**config.mk**
```make
export PLATFORM = sky130hd
export DESIGN_NAME = bmmu_regs
export DESIGN_NICKNAME = d
export VERILOG_FILES = /design/src/rtl/bmmu_pkg.sv /design/src/rtl/bmmu_regs.sv
export SDC_FILE = /design/constraint.sdc
export NUM_CORES = 1
export LEC_CHECK = 0
export BUFFER_PORTS_ARGS = -buffer_cell sky130_fd_sc_hd__clkbuf_2
export CORE_MARGIN = 2
export CORE_UTILIZATION = 35
export DETAILED_ROUTE_END_ITERATION = 6
export GPL_TIMING_DRIVEN = 1
export PLACE_DENSITY = 0.62
export SLEW_MARGIN = 20
export SYNTH_ARGS = -nofsm -noshare
export SYNTH_HDL_FRONTEND = slang
export SYNTH_SLANG_ARGS = --single-unit
```
**constraint.sdc**
```tcl
create_clock -name clk -period 3.3 [get_ports clk]
set_clock_uncertainty 0.1 [all_clocks]
set_input_delay 0.66 -clock clk [delete_from_list [all_inputs] [get_ports clk]]
set_output_delay 0.66 -clock clk [all_outputs]
set_load 0.02 [all_outputs]
```
**src/rtl/bmmu_pkg.sv**
```systemverilog
// ----------------------------------------------------------------------------
// bmmu_pkg
// Shared types and constants of the banked memory unit: bank geometry,
// bus command codes, port numbers and the mapping state handed between
// the port register file and the top level.
// ----------------------------------------------------------------------------
package bmmu_pkg;

  // Bank geometry.
  localparam int BANK_TOTAL = 16;
  localparam int BANK_BYTES = 65536;
  localparam int BANK_W     = (BANK_TOTAL > 1) ? $clog2(BANK_TOTAL) : 1;
  localparam int OFFS_W     = $clog2(BANK_BYTES);
  localparam int MEM_DEPTH  = BANK_TOTAL * BANK_BYTES;
  localparam int MEM_AW     = BANK_W + OFFS_W;

  // Upper limit for the bank count written through the count port.
  localparam logic [8:0] BANK_LIMIT = 9'(BANK_TOTAL);

  // Boundary after reset, in 256-byte pages.
  localparam logic [7:0] RESET_PAGE = 8'((48 * 1024) / 256);

  // Bus commands.
  typedef enum logic [1:0] {
    CMD_MEM_READ   = 2'd0,
    CMD_MEM_WRITE  = 2'd1,
    CMD_PORT_READ  = 2'd2,
    CMD_PORT_WRITE = 2'd3
  } bmmu_cmd_t;

  // Port numbers.
  localparam logic [7:0] PORT_COUNT    = 8'd20;
  localparam logic [7:0] PORT_SELECT   = 8'd21;
  localparam logic [7:0] PORT_BOUNDARY = 8'd22;
  localparam logic [7:0] PORT_PROTECT  = 8'd23;

  // Current mapping, as seen by the address decode.
  typedef struct packed {
    logic [BANK_W-1:0] sel_bank;
    logic              bank_on;
    logic [7:0]        page;
    logic              protect_on;
  } bmmu_map_t;

endpackage

```
**src/rtl/bmmu_regs.sv**
```systemverilog
// ----------------------------------------------------------------------------
// bmmu_regs
// Port register file: bank count, selected bank, segment boundary page and
// common write protect, with port read-back and the decoded mapping.
// ----------------------------------------------------------------------------
module bmmu_regs (
  input  logic                clk,
  input  logic                rst_n,
  input  logic                wr_en,
  input  logic [7:0]          port,
  input  logic [7:0]          wr_data,
  output logic [7:0]          rd_data,
  output bmmu_pkg::bmmu_map_t map
);

  logic [7:0] bank_count_r, bank_count_nxt;
  logic [7:0] sel_bank_r,   sel_bank_nxt;
  logic [7:0] page_r,       page_nxt;
  logic [7:0] protect_r,    protect_nxt;

  // Next values for a port write; out-of-range values are ignored.
  always_comb begin
    bank_count_nxt = bank_count_r;
    sel_bank_nxt   = sel_bank_r;
    page_nxt       = page_r;
    protect_nxt    = protect_r;
    if (wr_en) begin
      case (port)
        bmmu_pkg::PORT_COUNT: begin
          if ({1'b0, wr_data} < bmmu_pkg::BANK_LIMIT) bank_count_nxt = wr_data;
        end
        bmmu_pkg::PORT_SELECT: begin
          if (wr_data < bank_count_r) sel_bank_nxt = wr_data;
        end
        bmmu_pkg::PORT_BOUNDARY: page_nxt = wr_data;
        bmmu_pkg::PORT_PROTECT:  protect_nxt = wr_data;
        default: ;
      endcase
    end
  end

  // Register state.
  always_ff @(posedge clk) begin
    if (!rst_n) begin
      bank_count_r <= '0;
      sel_bank_r   <= '0;
      page_r       <= bmmu_pkg::RESET_PAGE;
      protect_r    <= '0;
    end else begin
      bank_count_r <= bank_count_nxt;
      sel_bank_r   <= sel_bank_nxt;
      page_r       <= page_nxt;
      protect_r    <= protect_nxt;
    end
  end

  // Port read-back; unknown ports read zero.
  always_comb begin
    case (port)
      bmmu_pkg::PORT_COUNT:    rd_data = bank_count_r;
      bmmu_pkg::PORT_SELECT:   rd_data = sel_bank_r;
      bmmu_pkg::PORT_BOUNDARY: rd_data = page_r;
      bmmu_pkg::PORT_PROTECT:  rd_data = protect_r;
      default:                 rd_data = '0;
    endcase
  end

  // The selected bank always stays below the bank total, so its low bits
  // are the full bank index.
  assign map.sel_bank   = sel_bank_r[bmmu_pkg::BANK_W-1:0];
  assign map.bank_on    = (sel_bank_r != '0);
  assign map.page       = page_r;
  assign map.protect_on = (protect_r != '0);

endmodule

```
==> metrics.csv, run 1 <==
metric,value,unit
status,finished clean,
post-synthesis xor/xnor area fraction,0,%
Crit-path slowest cell,mux4_2,
Max clock buf depth,2,
CTS tree,built,
Seq cells post-synth,32,
Min-Delay Startpoint,sel_bank_r[5],
CTS root buf,clkbuf_8,
max-slew violation count,0,
detailed-route wire length per cell,15.4,um
total power,0.856,mW
Num CTS Buffers,5,
Synth Flop Type,dfxtp_1,
VDD IR max,155,uV
post-synth cell types,26,
final hold violation count,0,
die area,5530,um2
Post-synth EDFFs,0,
Least-Margin Pin Slew,0.713,ns
CP Depth,4,
design area,2090,um2
first-pass GRT wire length,6.80,mm
Critical Path Max Stage Delay,0.57,ns
largest family of logic cells by synthesized area,multiplexers,
IO Count,41,
RSZ-0062 raised after global routing,false,
vias in the first global route,1327,
final antenna-violating net count,0,
worst hold path class,reg -> reg,
ANT cells,0,
mux share of post-synthesis cell area,26.6,%
clk sinks,32,
CP Buf/Inv Count,2,
post-synthesis cell count,168,
drt first pass iters,5,
DIE WIDTH,74.4,um
"Clk Latency, worst-skew pair",0.28,ns
cell family with most CP delay,multiplexers,
Final setup viols,0,
final setup TNS,0,ns
Synth Area in Simple Gates,22.2,%
gr ovfl total,0,
worst r2r dst,sel_bank_r[7],
Max Cap Viol,0,
Synth Area in Adders,5.05,%
Max Freq,376,MHz
worst path arrival time,1.90,ns
"area leader, netlist",dfxtp_1,
critical path required time,2.54,ns
Post-Syn Nets,194,
CTS Hold Bufs,0,
DP Wirelength,3.06,mm
pwr dens,409,nW/um2
drt total wl,4.21,mm
"non-filler cells, final",273,
placed cell area,1970,um2
Port-buffer cells,40,
Ys Warns,0,
"CTS clk-pin slew, worst paths",0.06,ns
GRT Util Overall,16.8,%
# rows,25,
area delta synth->final,20.8,%
starting density of the core,36.5,%
initial antenna violation count,0,
DP Cell Count,265,
CP Class,in -> out,
post-CTS sizing,0,
crit end category,output port,
top-count cell post-synth,dfxtp_1,
routed vias/inst,4.93,
Commonest cells post-synth,"dfxtp_1 (32), mux2i_1 (28), nor2b_1 (26)",
crit path cell chain,"clkbuf_2, mux4_2, nor2b_1, clkbuf_2",
H-tree depth,2,
drt drc,0,
Hold Crit Endpoint,sel_bank_r[5],
Die Y-Extent,74.4,um
core area,4750,um2
largest net degree at the start of global routing,41,
Static Leak,0.891,nW
register area,641,um2
crit path launch type,input pin,
worst-path maximum fanout,11,
Reg2Reg Depth,8,
synth top area cells,"dfxtp_1 (37%), mux2i_1 (16%), mux4_2 (10%), nor2b_1 (9.4%), ha_1 (5.1%)",
vias post-DR,1346,
"Async S/R FF share, synth",0,%
nets@finish,231,
Synth Area in Compound Gates,2.60,%
Fillers,497,
Relative slew margins,52.4,%
sequential share of the synthesized area,36.9,%
clock period minus worst slack,2.66,ns
Multi-input gate area,983,um2
R2R setup slack,0.84,ns
Hold Path Depth,2,
Reg2Reg Launch Point,bank_count_r[1],
drt first-iter violations,70,
global placement routability congestion,0.787,
Mean Syn Cell Area,10.3,um2
synthesized area,1730,um2
Synth top area share,36.9,%
Post-CTS Setup Repair Bufs,0,
layout cell share with drive strength beyond 1,32.5,%
CP most frequent cell,clkbuf_2,
final worst path period share,80.6,%
[worst register-to-register path: cells and delay by family (launching register included)]
| family | cells | cell delay [ns] |
|---|---|---|
| adders and majority gates | 1 | 0.18 |
| and+or+nand+nor | 2 | 0.94 |
| DFF | 1 | 0.37 |
| buffers and inverters | 2 | 0.35 |
| muxes | 1 | 0.19 |
| AOI/OAI and AO/OA | 2 | 0.27 |
[stage by stage]
step	util, %	setup slack, ns	hold slack (ns)
floorplan	-	0.894	0.344
global placement	41.4	0.434	0.364
detailed placement	41.4	0.423	0.364
CTS	44.1	0.607	0.377
global route	44.1	0.517	0.398
finish	44.1	0.641	0.381
[how the worst max path moves through the flow]
stage	start	to	slack [ns]
6_report	port[0]	rd_data[7]	0.64
3_3_place_gp	wr_data[1]	sel_bank_r[0]	0.43
2_1_floorplan	port[0]	rd_data[1]	0.89
3_5_place_dp	wr_data[1]	sel_bank_r[7]	0.42
5_1_grt	port[7]	rd_data[2]	0.52
4_1_cts	port[7]	rd_data[2]	0.61
[placed cells by master (no fill, tap or decap)]
cell / count
and3_2: 4
or3b_1: 1
dfxtp_1: 32
or4_1: 2
mux4_2: 8
buf_4: 4
nor2b_1: 26
o2111ai_1: 1
nor3_4: 1
clkbuf_8: 7
ha_1: 7
inv_1: 8
a211oi_1: 2
o21a_1: 1
clkbuf_2: 40
o211ai_1: 1
mux2i_1: 28
nor4b_2: 2
a31oi_1: 1
nand2b_1: 1
or3_1: 1
nand3b_1: 1
nand2_1: 22
nor4_1: 4
bufinv_16: 1
[state kept, by name, summed over array words and instances, names as in the netlist]
name / cells
protect_r: 8
bank_count_r: 8
sel_bank_r: 8
page_r: 8
[kinds of logic after synthesis]
kind of cell,Yosys count
adder cells (fa/ha/maj),7
buffers and inverters,22
flip-flops,32
AND/OR/NAND/NOR,65
multiplexers,36
AO/OA/AOI/OAI,6
[where the power goes]
group	total [mW]	internal [mW]	switching [mW]
logic	0.0581	0.0250	0.0331
clock network	0.411	0.266	0.145
registers	0.387	0.386	0.000252
[final cells by class]
| class | instances | share of cell area (%) |
|---|---|---|
| flip-flops and latches | 32 | 30.6 |
| clock buffers | 7 | 4.60 |
| multi-input cells | 114 | 47.0 |
| well taps | 67 | 4.00 |
| repair buffers | 44 | 11.0 |
| clock inverters | 1 | 1.43 |
| inverters | 8 | 1.43 |
[metal layers]
layer | up-vias | track usage (%) | routed length (um)
li1 | 659 | - | -
met1 | 642 | 23.5 | 1990
met2 | 40 | 24.0 | 1920
met3 | 5 | 5.56 | 242
met4 | 0 | 6.15 | 49
met5 | - | 0 | 0
Note: power is estimated with default switching activity, not from simulation.
==> run 2, diff against run 1 <==
--- a/config.mk
+++ b/config.mk
@@ -10,7 +10,7 @@
 export CORE_UTILIZATION = 35
 export DETAILED_ROUTE_END_ITERATION = 6
 export GPL_TIMING_DRIVEN = 1
-export PLACE_DENSITY = 0.62
+export PLACE_DENSITY = 0.64
 export SLEW_MARGIN = 20
 export SYNTH_ARGS = -nofsm -noshare
 export SYNTH_HDL_FRONTEND = slang
==> constraint.sdc (replaced) <==
create_clock -name clk -period 2.3 [get_ports clk]
set_clock_uncertainty 0.1 [all_clocks]
set_input_delay 0.46 -clock clk [delete_from_list [all_inputs] [get_ports clk]]
set_output_delay 0.46 -clock clk [all_outputs]
set_load 0.02 [all_outputs]
==> run 2 against run 1 <==
Compared with the run above: count of clock-buffer cells in the layout is 1 higher; flip-flop and latch count stayed put; non-clock buffer count up 3; die area is the same; register-to-register slack got worse by 0.61 ns; core utilization down 0.29 points; global-route usage fell by 0.99 points; combinational power increased by 42%; worst setup slack worse by 0.55 ns; power is 26% higher; critical path depth is the same; first-iteration DRC count increased by 34%; critical path type unchanged; highest routed layer unchanged.
==> metrics.csv, run 2 (same netlist as run 1, synthesis figures left out) <==
metric,value,unit,change
status,finished clean,,unchanged
"CTS clk-pin slew, worst paths",0.06,ns,about the same
Crit-path slowest cell,mux4_2,,unchanged
H-tree depth,2,,unchanged
layout cell share with drive strength beyond 1,32.5,%,about the same
crit path cell chain,"buf_2, mux4_2, nor2b_1, clkbuf_2",,"was clkbuf_2, mux4_2, nor2b_1, clkbuf_2"
VDD IR max,230,uV,was 155 uV
gr ovfl total,0,,unchanged
design area,2080,um2,was 2090 um2
CTS Hold Bufs,0,,unchanged
critical path required time,1.74,ns,was 2.54 ns
clock period minus worst slack,2.21,ns,
core area,4750,um2,unchanged
Max clock buf depth,2,,unchanged
vias post-DR,1329,,was 1346
final antenna-violating net count,0,,unchanged
placed cell area,1990,um2,was 1970 um2
Static Leak,0.886,nW,was 0.891 nW
drt total wl,4.04,mm,was 4.21 mm
largest net degree at the start of global routing,41,,unchanged
"Clk Latency, worst-skew pair",0.28,ns,about the same
DIE WIDTH,74.4,um,unchanged
pwr dens,520,nW/um2,was 409 nW/um2
routed vias/inst,4.82,,was 4.93
crit end category,output port,,unchanged
max-slew violation count,0,,unchanged
# rows,25,,unchanged
RSZ-0062 raised after global routing,false,,unchanged
detailed-route wire length per cell,14.6,um,was 15.4 um
die area,5530,um2,unchanged
global placement routability congestion,0.725,,was 0.787
area delta synth->final,20.0,%,was 20.8%
Final setup viols,0,,unchanged
CTS tree,built,,unchanged
CP Class,in -> out,,unchanged
Max Freq,453,MHz,
first-pass GRT wire length,6.29,mm,was 6.80 mm
starting density of the core,36.5,%,unchanged
Relative slew margins,53.8,%,was 52.4%
"commonest non-fill, non-tap cell in the layout",clkbuf_2,,unchanged
initial antenna violation count,0,,unchanged
final setup TNS,0,ns,unchanged
ANT cells,0,,unchanged
Die Y-Extent,74.4,um,unchanged
IO Count,41,,unchanged
CTS root buf,clkbuf_8,,unchanged
vias in the first global route,1187,,was 1327
crit path launch type,input pin,,unchanged
drt first pass iters,5,,unchanged
nets@finish,234,,was 231
Critical Path Max Stage Delay,0.56,ns,was 0.57 ns
GRT Util Overall,15.8,%,was 16.8%
drt first-iter violations,94,,was 70
clk sinks,32,,unchanged
final worst path period share,95.9,%,
Max Cap Viol,0,,unchanged
drt drc,0,,unchanged
worst hold path class,in -> reg,,was reg -> reg
Port-buffer cells,40,,unchanged
worst path arrival time,1.65,ns,was 1.90 ns
DP Wirelength,2.97,mm,was 3.06 mm
Fillers,470,,was 497
total power,1.08,mW,was 0.856 mW
"commonest cells after routing, fill and taps aside","clkbuf_2 (39), dfxtp_1 (32), mux2i_1 (28)",,"was clkbuf_2 (40), dfxtp_1 (32), mux2i_1 (28)"
Num CTS Buffers,5,,unchanged
worst-path maximum fanout,11,,unchanged
final hold violation count,0,,unchanged
Least-Margin Pin Slew,0.694,ns,was 0.713 ns
-- run 2: cell types whose count changed in the layout (fill, tap and decap cells not counted) --
cell | previous run | this run
buf_4 | 4 | 7
clkbuf_1 | 0 | 2
buf_2 | 0 | 1
bufinv_16 | 1 | 0
clkbuf_2 | 40 | 39
clkbuf_8 | 7 | 6
-- run 2: final timing paths --
| path | startpoint | end | slack (ns) | cells past startpoint |
|---|---|---|---|---|
| max | port[0] | rd_data[0] | 0.09 | 4 |
| min | wr_data[0] | sel_bank_r[0] | 0.37 | 3 |
| max reg2reg | bank_count_r[1] | sel_bank_r[6] | 0.23 | 8 |
| min reg2reg | sel_bank_r[7] | sel_bank_r[7] | 0.39 | 2 |
-- run 2: cell type report --
class	instances	area (um2)	area share, %
clock buffers	8	90.1	4.33
inverters	8	30.0	1.44
multi-input cells	114	983	47.3
flip-flops and latches	32	641	30.8
well taps	67	83.8	4.03
repair buffers	47	253	12.1
-- run 2: critical path: cells and delay by family --
| family | cells | cell delay [ns] |
|---|---|---|
| buffers and inverters | 2 | 0.48 |
| muxes | 1 | 0.56 |
| and+or+nand+nor | 1 | 0.14 |
-- run 2: routing by layer --
metal  vias to the layer above  part of all wire, %  track usage, %
li1                        666                    -               -
met1                       614                   48            21.5
met2                        42                   45            23.7
met3                         7                  4.9            4.47
met4                         0                  1.6            5.95
met5                         -                    0               0
-- run 2: what timing repair did --
| action | CTS | global route |
|---|---|---|
| resized for setup | 0 | 1 |
| buffers inserted | 0 | 0 |
| endpoints found under the setup margin | 0 | 6 |
-- run 2: through the flow --
step / setup WS [ns] / utilization (%) / std cells / hold WS [ns]
after global placement: 0.0161 / 41.9 / 268 / 0.366
after global routing: 0.00754 / 43.8 / 276 / 0.367
after CTS: 0.0347 / 43.8 / 276 / 0.353
final: 0.0934 / 43.8 / 276 / 0.366
after floorplan: 0.294 / - / 168 / 0.344
after detailed placement: 0.00339 / 41.9 / 268 / 0.375
-- run 2: where the power goes --
| part | leakage (nW) | switching (mW) | internal (mW) |
|---|---|---|---|
| clock | 0.0455 | 0.201 | 0.244 |
| combinational | 0.583 | 0.0456 | 0.0371 |
| sequential | 0.258 | 0.000348 | 0.554 |
| total | 0.886 | 0.247 | 0.835 |
